==> src/rtl/assert_macros.svh <==
// assertion macros shared by the composer rtl
// expects clk and rst (synchronous, active high) in the scope of each use
`ifndef ASSERT_MACROS_SVH
`define ASSERT_MACROS_SVH

// same-cycle implication, idle during reset
`define ASSERT_IMPL(lbl, ante, cons, msg) \
  lbl: assert property (@(posedge clk) disable iff (rst) (ante) |-> (cons)) \
    else $error(msg);

// next-cycle implication, idle during reset
`define ASSERT_NEXT(lbl, ante, cons, msg) \
  lbl: assert property (@(posedge clk) disable iff (rst) (ante) |=> (cons)) \
    else $error(msg);

`endif

==> src/rtl/a2tc_pkg.sv <==
// shared types, codes and micro-program tables of the affine composer
// no dependencies
package a2tc_pkg;

  localparam int DATA_W       = 32;
  localparam int OP_W         = 3;
  localparam int PROD_W       = 2 * DATA_W;
  localparam int ACC_W        = PROD_W + 2;
  localparam int FRAC_W       = 16;
  localparam int RND_W        = ACC_W - FRAC_W;
  localparam int IDX_W        = 4;
  localparam int COMP_STEPS   = 12;
  localparam int DRAIN_CYCLES = 2;

  localparam logic signed [DATA_W-1:0] ONE_Q = 32'sd65536;
  localparam logic signed [DATA_W-1:0] MAX_Q = 32'sh7fffffff;
  localparam logic signed [DATA_W-1:0] MIN_Q = 32'sh80000000;

  localparam logic [OP_W-1:0] OP_GENERAL   = 3'd0;
  localparam logic [OP_W-1:0] OP_TRANSLATE = 3'd1;
  localparam logic [OP_W-1:0] OP_SCALE     = 3'd2;
  localparam logic [OP_W-1:0] OP_ROTATE    = 3'd3;
  localparam logic [OP_W-1:0] OP_REFLECT   = 3'd4;
  localparam logic [OP_W-1:0] OP_SHEAR     = 3'd5;

  // multiplier operand sources: latched args, current matrix, elementary matrix
  typedef enum logic [3:0] {
    SRC_A, SRC_B, SRC_C, SRC_D,
    SRC_M0, SRC_M1, SRC_M2, SRC_M3, SRC_M4, SRC_M5,
    SRC_E0, SRC_E1, SRC_E2, SRC_E3
  } src_t;

  // constant term that seeds an entry's accumulator
  typedef enum logic [1:0] {
    K_ZERO, K_ONE, K_TX, K_TY
  } ksel_t;

  // where a finished entry goes
  typedef enum logic [3:0] {
    DST_E0, DST_E1, DST_E2, DST_E3,
    DST_E12,   // reflect: xy and yx are equal
    DST_SIN,   // rotate: xy = s, yx = -s
    DST_N0, DST_N1, DST_N2, DST_N3, DST_N4, DST_N5,
    DST_COS    // rotate: xx and yy are both c
  } dst_t;

  typedef struct packed {
    src_t  x;
    src_t  y;
    logic  neg;
    logic  dbl;
    logic  first;
    logic  last;
    ksel_t k;
    dst_t  dst;
  } uop_t;

  typedef struct packed {
    logic load;
    logic issue;
    uop_t uop;
    logic commit;
    logic use_el;
  } cmd_t;

  typedef struct packed {
    logic slot_free;
  } stat_t;

  typedef enum logic [2:0] {
    ST_IDLE, ST_ELEM, ST_ELEM_WAIT, ST_COMP, ST_COMP_WAIT, ST_FINISH
  } state_t;

  function automatic uop_t mk_uop(src_t x, src_t y, logic neg, logic dbl,
                                  logic first, logic last, ksel_t k, dst_t dst);
    uop_t u;
    u.x     = x;
    u.y     = y;
    u.neg   = neg;
    u.dbl   = dbl;
    u.first = first;
    u.last  = last;
    u.k     = k;
    u.dst   = dst;
    return u;
  endfunction

  // number of products needed to build the elementary matrix
  function automatic logic [IDX_W-1:0] elem_len(logic [OP_W-1:0] op);
    logic [IDX_W-1:0] n;
    case (op)
      OP_ROTATE:  n = 4'd4;
      OP_REFLECT: n = 4'd3;
      OP_SHEAR:   n = 4'd2;
      default:    n = 4'd0;
    endcase
    return n;
  endfunction

  function automatic uop_t elem_uop(logic [OP_W-1:0] op, logic [IDX_W-1:0] idx);
    uop_t u;
    u = mk_uop(SRC_A, SRC_A, 1'b0, 1'b0, 1'b0, 1'b0, K_ZERO, DST_E0);
    case (op)
      OP_ROTATE: begin
        case (idx)
          4'd0:    u = mk_uop(SRC_A, SRC_C, 1'b0, 1'b0, 1'b1, 1'b0, K_ZERO, DST_COS);
          4'd1:    u = mk_uop(SRC_B, SRC_D, 1'b0, 1'b0, 1'b0, 1'b1, K_ZERO, DST_COS);
          4'd2:    u = mk_uop(SRC_B, SRC_C, 1'b0, 1'b0, 1'b1, 1'b0, K_ZERO, DST_SIN);
          4'd3:    u = mk_uop(SRC_A, SRC_D, 1'b1, 1'b0, 1'b0, 1'b1, K_ZERO, DST_SIN);
          default: u = mk_uop(SRC_A, SRC_A, 1'b0, 1'b0, 1'b0, 1'b0, K_ZERO, DST_E0);
        endcase
      end
      OP_REFLECT: begin
        case (idx)
          4'd0:    u = mk_uop(SRC_A, SRC_A, 1'b1, 1'b1, 1'b1, 1'b1, K_ONE, DST_E0);
          4'd1:    u = mk_uop(SRC_A, SRC_B, 1'b1, 1'b1, 1'b1, 1'b1, K_ZERO, DST_E12);
          4'd2:    u = mk_uop(SRC_B, SRC_B, 1'b1, 1'b1, 1'b1, 1'b1, K_ONE, DST_E3);
          default: u = mk_uop(SRC_A, SRC_A, 1'b0, 1'b0, 1'b0, 1'b0, K_ZERO, DST_E0);
        endcase
      end
      OP_SHEAR: begin
        case (idx)
          4'd0:    u = mk_uop(SRC_C, SRC_A, 1'b0, 1'b0, 1'b1, 1'b1, K_ZERO, DST_E1);
          4'd1:    u = mk_uop(SRC_C, SRC_B, 1'b0, 1'b0, 1'b1, 1'b1, K_ZERO, DST_E2);
          default: u = mk_uop(SRC_A, SRC_A, 1'b0, 1'b0, 1'b0, 1'b0, K_ZERO, DST_E0);
        endcase
      end
      default: u = mk_uop(SRC_A, SRC_A, 1'b0, 1'b0, 1'b0, 1'b0, K_ZERO, DST_E0);
    endcase
    return u;
  endfunction

  // new = m * e, two products per entry, row-vector convention
  function automatic uop_t comp_uop(logic [IDX_W-1:0] idx);
    uop_t u;
    case (idx)
      4'd0:    u = mk_uop(SRC_M0, SRC_E0, 1'b0, 1'b0, 1'b1, 1'b0, K_ZERO, DST_N0);
      4'd1:    u = mk_uop(SRC_M1, SRC_E2, 1'b0, 1'b0, 1'b0, 1'b1, K_ZERO, DST_N0);
      4'd2:    u = mk_uop(SRC_M0, SRC_E1, 1'b0, 1'b0, 1'b1, 1'b0, K_ZERO, DST_N1);
      4'd3:    u = mk_uop(SRC_M1, SRC_E3, 1'b0, 1'b0, 1'b0, 1'b1, K_ZERO, DST_N1);
      4'd4:    u = mk_uop(SRC_M2, SRC_E0, 1'b0, 1'b0, 1'b1, 1'b0, K_ZERO, DST_N2);
      4'd5:    u = mk_uop(SRC_M3, SRC_E2, 1'b0, 1'b0, 1'b0, 1'b1, K_ZERO, DST_N2);
      4'd6:    u = mk_uop(SRC_M2, SRC_E1, 1'b0, 1'b0, 1'b1, 1'b0, K_ZERO, DST_N3);
      4'd7:    u = mk_uop(SRC_M3, SRC_E3, 1'b0, 1'b0, 1'b0, 1'b1, K_ZERO, DST_N3);
      4'd8:    u = mk_uop(SRC_M4, SRC_E0, 1'b0, 1'b0, 1'b1, 1'b0, K_TX, DST_N4);
      4'd9:    u = mk_uop(SRC_M5, SRC_E2, 1'b0, 1'b0, 1'b0, 1'b1, K_TX, DST_N4);
      4'd10:   u = mk_uop(SRC_M4, SRC_E1, 1'b0, 1'b0, 1'b1, 1'b0, K_TY, DST_N5);
      4'd11:   u = mk_uop(SRC_M5, SRC_E3, 1'b0, 1'b0, 1'b0, 1'b1, K_TY, DST_N5);
      default: u = mk_uop(SRC_A, SRC_A, 1'b0, 1'b0, 1'b0, 1'b0, K_ZERO, DST_E0);
    endcase
    return u;
  endfunction

endpackage

==> src/rtl/affine_2d_transform_composer.sv <==
// top level of the running 2d affine matrix composer
// depends on a2tc_pkg, a2tc_ctrl and a2tc_dp
//
// holds a 2x3 affine matrix (xx xy / yx yy / tx ty) in signed q16.16, identity
// after reset. each input item selects an elementary matrix e (general, translate,
// scale, rotate by a vector pair, reflect about a normal, shear; codes 6 and 7
// mean identity). with replace set the matrix becomes e, otherwise m*e in
// row-vector form. every computed entry is an exact sum of 64-bit products,
// rounded half up at bit 16 and clamped to 32 bits; saturated reports any clamp
// in e or in the new matrix. one result item (the six new entries) per input
// item. all products run through one registered 32x32 multiplier feeding a
// 66-bit accumulator, three stages deep. per item the sequencer issues the
// products of e, if any (4 for rotate, 3 for reflect, 2 for shear), lets them
// drain, and unless replace is set issues the 12 products of m*e and lets them
// drain too; it then registers the result once the output slot is free. the
// next item is accepted as soon as the previous result is registered, even
// while out_stall holds it.
module affine_2d_transform_composer import a2tc_pkg::*; (
  input  logic                     clk,
  input  logic                     rst,
  // input channel
  input  logic                     in_valid,
  output logic                     in_stall,
  input  logic [OP_W-1:0]          op,
  input  logic                     replace,
  input  logic signed [DATA_W-1:0] arg_a,
  input  logic signed [DATA_W-1:0] arg_b,
  input  logic signed [DATA_W-1:0] arg_c,
  input  logic signed [DATA_W-1:0] arg_d,
  input  logic signed [DATA_W-1:0] arg_e,
  input  logic signed [DATA_W-1:0] arg_f,
  // result channel
  output logic                     out_valid,
  input  logic                     out_stall,
  output logic signed [DATA_W-1:0] out_xx,
  output logic signed [DATA_W-1:0] out_xy,
  output logic signed [DATA_W-1:0] out_yx,
  output logic signed [DATA_W-1:0] out_yy,
  output logic signed [DATA_W-1:0] out_tx,
  output logic signed [DATA_W-1:0] out_ty,
  output logic                     saturated
);

  // command and status between sequencer and datapath
  cmd_t  cmd;
  stat_t stat;

  // sequencer: walks the micro-program for the latched op, then composition unless replace is set
  a2tc_ctrl u_ctrl (
    .clk      (clk),
    .rst      (rst),
    .in_valid (in_valid),
    .in_stall (in_stall),
    .op       (op),
    .replace  (replace),
    .stat     (stat),
    .cmd      (cmd)
  );

  // datapath: operand latches, multiplier, accumulator, matrix and result regs
  a2tc_dp u_dp (
    .clk       (clk),
    .rst       (rst),
    .op        (op),
    .arg_a     (arg_a),
    .arg_b     (arg_b),
    .arg_c     (arg_c),
    .arg_d     (arg_d),
    .arg_e     (arg_e),
    .arg_f     (arg_f),
    .cmd       (cmd),
    .stat      (stat),
    .out_stall (out_stall),
    .out_valid (out_valid),
    .out_xx    (out_xx),
    .out_xy    (out_xy),
    .out_yx    (out_yx),
    .out_yy    (out_yy),
    .out_tx    (out_tx),
    .out_ty    (out_ty),
    .saturated (saturated)
  );

endmodule

==> src/rtl/a2tc_dp.sv <==
// datapath: shared multiplier, accumulator, rounding, matrix and output registers
// depends on a2tc_pkg and assert_macros.svh
`include "assert_macros.svh"

module a2tc_dp import a2tc_pkg::*; (
  input  logic                     clk,
  input  logic                     rst,
  input  logic [OP_W-1:0]          op,
  input  logic signed [DATA_W-1:0] arg_a,
  input  logic signed [DATA_W-1:0] arg_b,
  input  logic signed [DATA_W-1:0] arg_c,
  input  logic signed [DATA_W-1:0] arg_d,
  input  logic signed [DATA_W-1:0] arg_e,
  input  logic signed [DATA_W-1:0] arg_f,
  input  cmd_t                     cmd,
  output stat_t                    stat,
  input  logic                     out_stall,
  output logic                     out_valid,
  output logic signed [DATA_W-1:0] out_xx,
  output logic signed [DATA_W-1:0] out_xy,
  output logic signed [DATA_W-1:0] out_yx,
  output logic signed [DATA_W-1:0] out_yy,
  output logic signed [DATA_W-1:0] out_tx,
  output logic signed [DATA_W-1:0] out_ty,
  output logic                     saturated
);

  localparam logic signed [ACC_W-1:0] RND_HALF = ACC_W'(1) << (FRAC_W - 1);

  logic signed [DATA_W-1:0] a_q, b_q, c_q, d_q;
  logic signed [DATA_W-1:0] el [6];
  logic signed [DATA_W-1:0] m  [6];
  logic signed [DATA_W-1:0] nm [6];
  logic signed [DATA_W-1:0] el_init [6];
  logic signed [DATA_W-1:0] cm [6];

  logic signed [DATA_W-1:0] x_op, y_op;
  logic signed [PROD_W-1:0] prod_next, prod;

  logic        s1_v, s1_neg, s1_dbl, s1_first, s1_last;
  ksel_t       s1_k;
  dst_t        s1_dst;
  logic        s2_last;
  dst_t        s2_dst;

  logic signed [ACC_W-1:0]  acc, acc_next, term_one, term, addend, base, rsum;
  logic signed [DATA_W-1:0] kval;
  logic signed [RND_W-1:0]  rnd;
  logic                     ovf_hi, ovf_lo, res_sat, neg_sat;
  logic signed [DATA_W-1:0] res, neg_res;
  logic                     sat_acc;

  // operand select
  always_comb begin
    case (cmd.uop.x)
      SRC_A:   x_op = a_q;
      SRC_B:   x_op = b_q;
      SRC_C:   x_op = c_q;
      SRC_D:   x_op = d_q;
      SRC_M0:  x_op = m[0];
      SRC_M1:  x_op = m[1];
      SRC_M2:  x_op = m[2];
      SRC_M3:  x_op = m[3];
      SRC_M4:  x_op = m[4];
      SRC_M5:  x_op = m[5];
      default: x_op = a_q;
    endcase
    case (cmd.uop.y)
      SRC_A:   y_op = a_q;
      SRC_B:   y_op = b_q;
      SRC_C:   y_op = c_q;
      SRC_D:   y_op = d_q;
      SRC_E0:  y_op = el[0];
      SRC_E1:  y_op = el[1];
      SRC_E2:  y_op = el[2];
      SRC_E3:  y_op = el[3];
      default: y_op = a_q;
    endcase
  end

  assign prod_next = x_op * y_op;

  // accumulate stage
  always_comb begin
    case (s1_k)
      K_ONE:   kval = ONE_Q;
      K_TX:    kval = el[4];
      K_TY:    kval = el[5];
      default: kval = '0;
    endcase
    term_one = ACC_W'(prod);
    term     = s1_dbl ? (term_one <<< 1) : term_one;
    addend   = s1_neg ? -term : term;
    base     = s1_first ? (ACC_W'(kval) <<< FRAC_W) : acc;
    acc_next = base + addend;
  end

  // round half up, then clamp to 32 bits
  always_comb begin
    rsum    = acc + RND_HALF;
    rnd     = rsum[ACC_W-1:FRAC_W];
    ovf_hi  = !rnd[RND_W-1] && (|rnd[RND_W-2:DATA_W-1]);
    ovf_lo  = rnd[RND_W-1] && !(&rnd[RND_W-2:DATA_W-1]);
    res_sat = ovf_hi || ovf_lo;
    if (ovf_hi) begin
      res = MAX_Q;
    end else if (ovf_lo) begin
      res = MIN_Q;
    end else begin
      res = rnd[DATA_W-1:0];
    end
    neg_sat = (res == MIN_Q);
    neg_res = neg_sat ? MAX_Q : -res;
  end

  // elementary matrix straight from the operands
  always_comb begin
    el_init[0] = ONE_Q;
    el_init[1] = '0;
    el_init[2] = '0;
    el_init[3] = ONE_Q;
    el_init[4] = '0;
    el_init[5] = '0;
    case (op)
      OP_GENERAL: begin
        el_init[0] = arg_a;
        el_init[1] = arg_b;
        el_init[2] = arg_c;
        el_init[3] = arg_d;
        el_init[4] = arg_e;
        el_init[5] = arg_f;
      end
      OP_TRANSLATE: begin
        el_init[4] = arg_a;
        el_init[5] = arg_b;
      end
      OP_SCALE: begin
        el_init[0] = arg_a;
        el_init[3] = arg_b;
      end
      default: begin
      end
    endcase
  end

  always_comb begin
    for (int i = 0; i < 6; i++) begin
      cm[i] = cmd.use_el ? el[i] : nm[i];
    end
  end

  assign stat.slot_free = !out_valid || !out_stall;

  // control and matrix state
  always_ff @(posedge clk) begin
    if (rst) begin
      s1_v      <= 1'b0;
      s2_last   <= 1'b0;
      out_valid <= 1'b0;
      sat_acc   <= 1'b0;
      m[0]      <= ONE_Q;
      m[1]      <= '0;
      m[2]      <= '0;
      m[3]      <= ONE_Q;
      m[4]      <= '0;
      m[5]      <= '0;
    end else begin
      s1_v    <= cmd.issue;
      s2_last <= s1_v && s1_last;
      if (cmd.load) begin
        sat_acc <= 1'b0;
      end else if (s2_last && (res_sat || ((s2_dst == DST_SIN) && neg_sat))) begin
        sat_acc <= 1'b1;
      end
      if (cmd.commit) begin
        out_valid <= 1'b1;
        for (int i = 0; i < 6; i++) begin
          m[i] <= cm[i];
        end
      end else if (!out_stall) begin
        out_valid <= 1'b0;
      end
    end
  end

  // payload
  always_ff @(posedge clk) begin
    prod     <= prod_next;
    s1_neg   <= cmd.uop.neg;
    s1_dbl   <= cmd.uop.dbl;
    s1_first <= cmd.uop.first;
    s1_last  <= cmd.uop.last;
    s1_k     <= cmd.uop.k;
    s1_dst   <= cmd.uop.dst;
    s2_dst   <= s1_dst;
    if (s1_v) begin
      acc <= acc_next;
    end
    if (cmd.load) begin
      a_q <= arg_a;
      b_q <= arg_b;
      c_q <= arg_c;
      d_q <= arg_d;
      for (int i = 0; i < 6; i++) begin
        el[i] <= el_init[i];
      end
    end else if (s2_last) begin
      case (s2_dst)
        DST_E0:  el[0] <= res;
        DST_E1:  el[1] <= res;
        DST_E2:  el[2] <= res;
        DST_E3:  el[3] <= res;
        DST_E12: begin
          el[1] <= res;
          el[2] <= res;
        end
        DST_SIN: begin
          el[1] <= res;
          el[2] <= neg_res;
        end
        DST_COS: begin
          el[0] <= res;
          el[3] <= res;
        end
        DST_N0:  nm[0] <= res;
        DST_N1:  nm[1] <= res;
        DST_N2:  nm[2] <= res;
        DST_N3:  nm[3] <= res;
        DST_N4:  nm[4] <= res;
        DST_N5:  nm[5] <= res;
        default: begin
        end
      endcase
    end
    if (cmd.commit) begin
      out_xx    <= cm[0];
      out_xy    <= cm[1];
      out_yx    <= cm[2];
      out_yy    <= cm[3];
      out_tx    <= cm[4];
      out_ty    <= cm[5];
      saturated <= sat_acc;
    end
  end

  `ASSERT_IMPL(a_commit_drained, cmd.commit, !s1_v && !s2_last, "commit with products in flight")
  `ASSERT_IMPL(a_load_drained, cmd.load, !s1_v && !s2_last && !cmd.issue, "load during compute")
  `ASSERT_IMPL(a_out_from_commit, $rose(out_valid), $past(cmd.commit), "result without commit")

endmodule

==> src/rtl/a2tc_ctrl.sv <==
// controller: sequences the elementary-matrix and composition micro-programs
// depends on a2tc_pkg and assert_macros.svh
`include "assert_macros.svh"

module a2tc_ctrl import a2tc_pkg::*; (
  input  logic            clk,
  input  logic            rst,
  input  logic            in_valid,
  output logic            in_stall,
  input  logic [OP_W-1:0] op,
  input  logic            replace,
  input  stat_t           stat,
  output cmd_t            cmd
);

  localparam logic [IDX_W-1:0] IDX_ONE   = IDX_W'(1);
  localparam logic [IDX_W-1:0] COMP_LAST = IDX_W'(COMP_STEPS - 1);
  localparam logic [IDX_W-1:0] WAIT_LAST = IDX_W'(DRAIN_CYCLES - 1);

  state_t           state, state_next;
  logic [IDX_W-1:0] idx, idx_next;
  logic [OP_W-1:0]  op_q;
  logic             rep_q;
  logic             accept;

  assign accept = in_valid && !in_stall;

  always_comb begin
    state_next = state;
    case (state)
      ST_IDLE: begin
        if (in_valid) begin
          if (elem_len(op) != '0) begin
            state_next = ST_ELEM;
          end else if (replace) begin
            state_next = ST_FINISH;
          end else begin
            state_next = ST_COMP;
          end
        end
      end
      ST_ELEM: begin
        if (idx + IDX_ONE == elem_len(op_q)) state_next = ST_ELEM_WAIT;
      end
      ST_ELEM_WAIT: begin
        if (idx == WAIT_LAST) state_next = rep_q ? ST_FINISH : ST_COMP;
      end
      ST_COMP: begin
        if (idx == COMP_LAST) state_next = ST_COMP_WAIT;
      end
      ST_COMP_WAIT: begin
        if (idx == WAIT_LAST) state_next = ST_FINISH;
      end
      ST_FINISH: begin
        if (stat.slot_free) state_next = ST_IDLE;
      end
      default: state_next = ST_IDLE;
    endcase
  end

  // step counter restarts on every state change
  always_comb begin
    if (state_next != state) begin
      idx_next = '0;
    end else begin
      idx_next = idx + IDX_ONE;
    end
  end

  always_comb begin
    in_stall   = (state != ST_IDLE);
    cmd.load   = (state == ST_IDLE) && in_valid;
    cmd.issue  = (state == ST_ELEM) || (state == ST_COMP);
    cmd.uop    = (state == ST_ELEM) ? elem_uop(op_q, idx) : comp_uop(idx);
    cmd.commit = (state == ST_FINISH) && stat.slot_free;
    cmd.use_el = rep_q;
  end

  always_ff @(posedge clk) begin
    if (rst) begin
      state <= ST_IDLE;
      idx   <= '0;
      op_q  <= '0;
      rep_q <= 1'b0;
    end else begin
      state <= state_next;
      idx   <= idx_next;
      if (accept) begin
        op_q  <= op;
        rep_q <= replace;
      end
    end
  end

  `ASSERT_NEXT(a_busy_after_accept, accept, in_stall, "item accepted but not busy")

endmodule

==> config.mk <==
export PLATFORM = sky130hd
export DESIGN_NAME = affine_2d_transform_composer
export DESIGN_NICKNAME = d
export VERILOG_FILES = /design/src/rtl/a2tc_pkg.sv /design/src/rtl/affine_2d_transform_composer.sv /design/src/rtl/a2tc_dp.sv /design/src/rtl/a2tc_ctrl.sv
export VERILOG_INCLUDE_DIRS = /design/src /design/src/rtl
export SDC_FILE = /design/constraint.sdc
export NUM_CORES = 2
export LEC_CHECK = 0
export BUFFER_PORTS_ARGS = -buffer_cell sky130_fd_sc_hd__buf_4
export CELL_PAD_IN_SITES_DETAIL_PLACEMENT = 1
export CELL_PAD_IN_SITES_GLOBAL_PLACEMENT = 1
export CORE_MARGIN = 4
export CORE_UTILIZATION = 47
export CTS_CLUSTER_DIAMETER = 150
export DETAILED_ROUTE_END_ITERATION = 12
export PLACE_DENSITY_LB_ADDON = 0.1
export SYNTH_ARGS = -nofsm -noshare
export SYNTH_HDL_FRONTEND = slang
export SYNTH_SLANG_ARGS = --single-unit
==> constraint.sdc <==
create_clock -name clk -period 14.8 [get_ports clk]
set_input_delay 0.74 -clock clk [delete_from_list [all_inputs] [get_ports clk]]
set_output_delay 0.74 -clock clk [all_outputs]
set_load 0.005 [all_outputs]
==> results.yml <==
logic_synthesis:
  synth_flop_cell: "edfxtp_1"
  syn_area_mm2: 0.0871
  synth_seq_cells: 1067
  synth_fp_nets: 9734
  synthCells: 8195
  yosys-top-cells-area: "edfxtp_1 (33%), fa_1 (25%), inv_1 (4.8%)"
  synth_top_area_share_pct: 33.2
  yosysMostFrequentCell: "inv_1"
  ys_seq_area_share_pct: 35.6
  synth_edf_count: 963
  netlist_top_cells_count: "inv_1 (1,104), fa_1 (1,083), edfxtp_1 (963)"
  synth_cell_type_count: 96
  synth_area_leader_cell: "edfxtp_1"
  async_reset_ff_share_pct: 0
  synth_warnings: 0
  avgSynthCellArea_um2: 10.6
critical_path:
  path_class: "reg -> reg"
  rrSetupSlack_ns: 1.61
  startpoint: "u_ctrl.state[0]"
  r2r_cells: 35
  crit_slowest_cell: "fa_1"
  crit_arrival_ns: 13.87
  crit_fanout: 24
  worst_setup_path_start_kind: "flop"
  crit_top_cell: "fa_1"
  slowest_delay_ns: 1.03
  crit_path_end_kind: "flop"
  worstReg2RegStart: "u_ctrl.state[0]"
  required_ns: 15.48
  reg2reg_to: "u_dp.prod[60]"
sta:
  period_needed_ns: 13.19
  finalCritPeriodShare_pct: 89.2
  max_slew_margin_pct: 10.5
  fmax_mhz: 75.8
  maxSlewViolCount: 0
  worst_slack_ns: 1.61
  fin_tns_setup_ns: 0
  setup_viol: 0
  worst_pin_slew_ns: 1.34
  rsz0062_at_grt: "no"
  fin_skew_ns: 0.0529
  holdWs_ns: 0.176
  finalHoldViolations: 0
floorplanning:
  dieArea_mm2: 0.192
  coreArea_mm2: 0.184
  io_pins: 395
  die_w_um: 439
  initial_core_util_pct: 47.4
  die_height_um: 439
  rows: 157
final_layout:
  drive_gt1_share_pct: 12.9
  utilization_pct: 52.7
  syn_to_final_growth_pct: 11.2
  fin_nets: 9973
grt:
  grt_pass1_vias: 72300
  grt_pass1_wl_um: 519000
  grt_antenna_before_repair: 20
  grt_overflow: 0
  grt_start_max_net_pins: 137
  track_usage_pct: 37.4
clock_network:
  insertion_delay_ns: 0.75
  clk_pin_slew_ns: 0.07
  post-cts-setup-buffers: 0
  cts_buffer_depth: 3
  cts-root-buf: "clkbuf_16"
  cts-htree-levels: 3
  cts_tree: "built"
  ctsResizeCount: 0
  cts.sinks: 1067
  holdBufCountCts: 0
  numCtsBuffers: 103
route:
  final_antenna_net_count: 0
  drc: 0
  drt_first_pass_iters: 8
  wire_per_inst_um: 32.9
  initialDrtViolationCount: 7165
  drt-total-wl_um: 361000
  via_per_inst: 6.14
  num_vias: 67500
flow_run:
  maxCapViolCount: 0
placed_design:
  dp_slack_ns: 1.80
  portBuffers: 394
  dp_hpwl_um: 278000
  place_congestion: 0.986
hold_path:
  hold_path_end: "u_dp.d_q[0]"
  worst_hold_startpoint: "arg_d[0]"
  hp-class: "in -> reg"
  hold_depth: 1
run_status:
  status: "completed"
-- flip-flops by register name, summed over array words and instances (netlist names), 2 cells and up, named ones only --
signal        count
u_ctrl.idx        4
u_ctrl.op_q       3
u_ctrl.state      3
u_dp.a_q         32
u_dp.acc         66
u_dp.b_q         32
u_dp.c_q         32
u_dp.d_q         32
u_dp.el         192
u_dp.m          192
u_dp.nm         192
u_dp.out_tx      32
u_dp.out_ty      32
u_dp.out_xx      32
u_dp.out_xy      32
u_dp.out_yx      32
u_dp.out_yy      32
u_dp.prod        64
u_dp.s1_dst       4
u_dp.s1_k         2
u_dp.s2_dst       4
-- area by class of cell --
cell class / instances / area, µm²
antenna: 16 / 40.0
fill: 19700 / 86800
timing repair buffer: 596 / 4520
tap: 2464 / 3080
multi-input combinational: 5559 / 50600
clock buffer: 118 / 2680
inverter: 1107 / 4170
clock inverter: 71 / 734
sequential: 1067 / 31000
-- how the worst max path moves through the flow --
| stage | to | slack [ns] | depth (start not counted) |
|---|---|---|---|
| final | u_dp.prod[60] | 1.61 | 35 |
| after global routing | u_dp.prod[58] | 1.03 | 33 |
| after CTS | u_dp.prod[60] | 1.76 | 35 |
| after detailed placement | u_dp.prod[60] | 1.80 | 35 |
| after global placement | u_dp.prod[60] | 2.08 | 35 |
| after floorplan | u_dp.prod[58] | 4.81 | 34 |
-- routing by layer --
layer  share of wire [%]  track usage [%]  vias to the layer above  routed length, µm
met4                 6.7             20.9                       16              24400
met5               0.032                0                        -                114
met3                 9.1             7.57                      816              32800
li1                    -                -                    27900                  -
met2                  46             59.3                     3490             166000
met1                  38             48.4                    35300             138000
-- kinds of logic after synthesis --
logic type,Yosys count,share of synthesized area (%)
flops,1067,35.6
simple gates,2328,12.2
buf+inv,1569,6.84
fa+ha+maj,1339,28.6
mux,301,3.74
xor+xnor,236,2.37
compound gates,1355,10.7
-- cell usage in the layout, fill, tap and decap left out, types with 167 or more instances in the layout --
master and count:
fa_1 1083, nand2_1 854, a21oi_1 285, nor2_1 680, ha_1 256, edfxtp_1 963
nor2b_1 234, inv_1 1102, buf_4 592, mux2_2 200, xnor2_1 167, o21ai_0 237
-- stage by stage --
stage / instance area (µm²) / instances
5_1_grt: 96900 / 11000
3_3_place_gp: 93400 / 10800
2_1_floorplan: 87100 / 8195
6_report: 96900 / 11000
4_1_cts: 96800 / 11000
3_5_place_dp: 93400 / 10800
-- worst max-delay path: cells and delay by family, from the launching register on --
family	cells	cell delay, ns
AO/OA/AOI/OAI	9	2.77
XOR/XNOR	1	0.13
adder cells (fa/ha/maj)	9	5.16
buffers and inverters	7	1.16
flip-flops	1	0.58
AND/OR/NAND/NOR	9	3.28
Power is not shown: default switching activity piles up to over one toggle a cycle in this logic, so the estimate is an artifact.
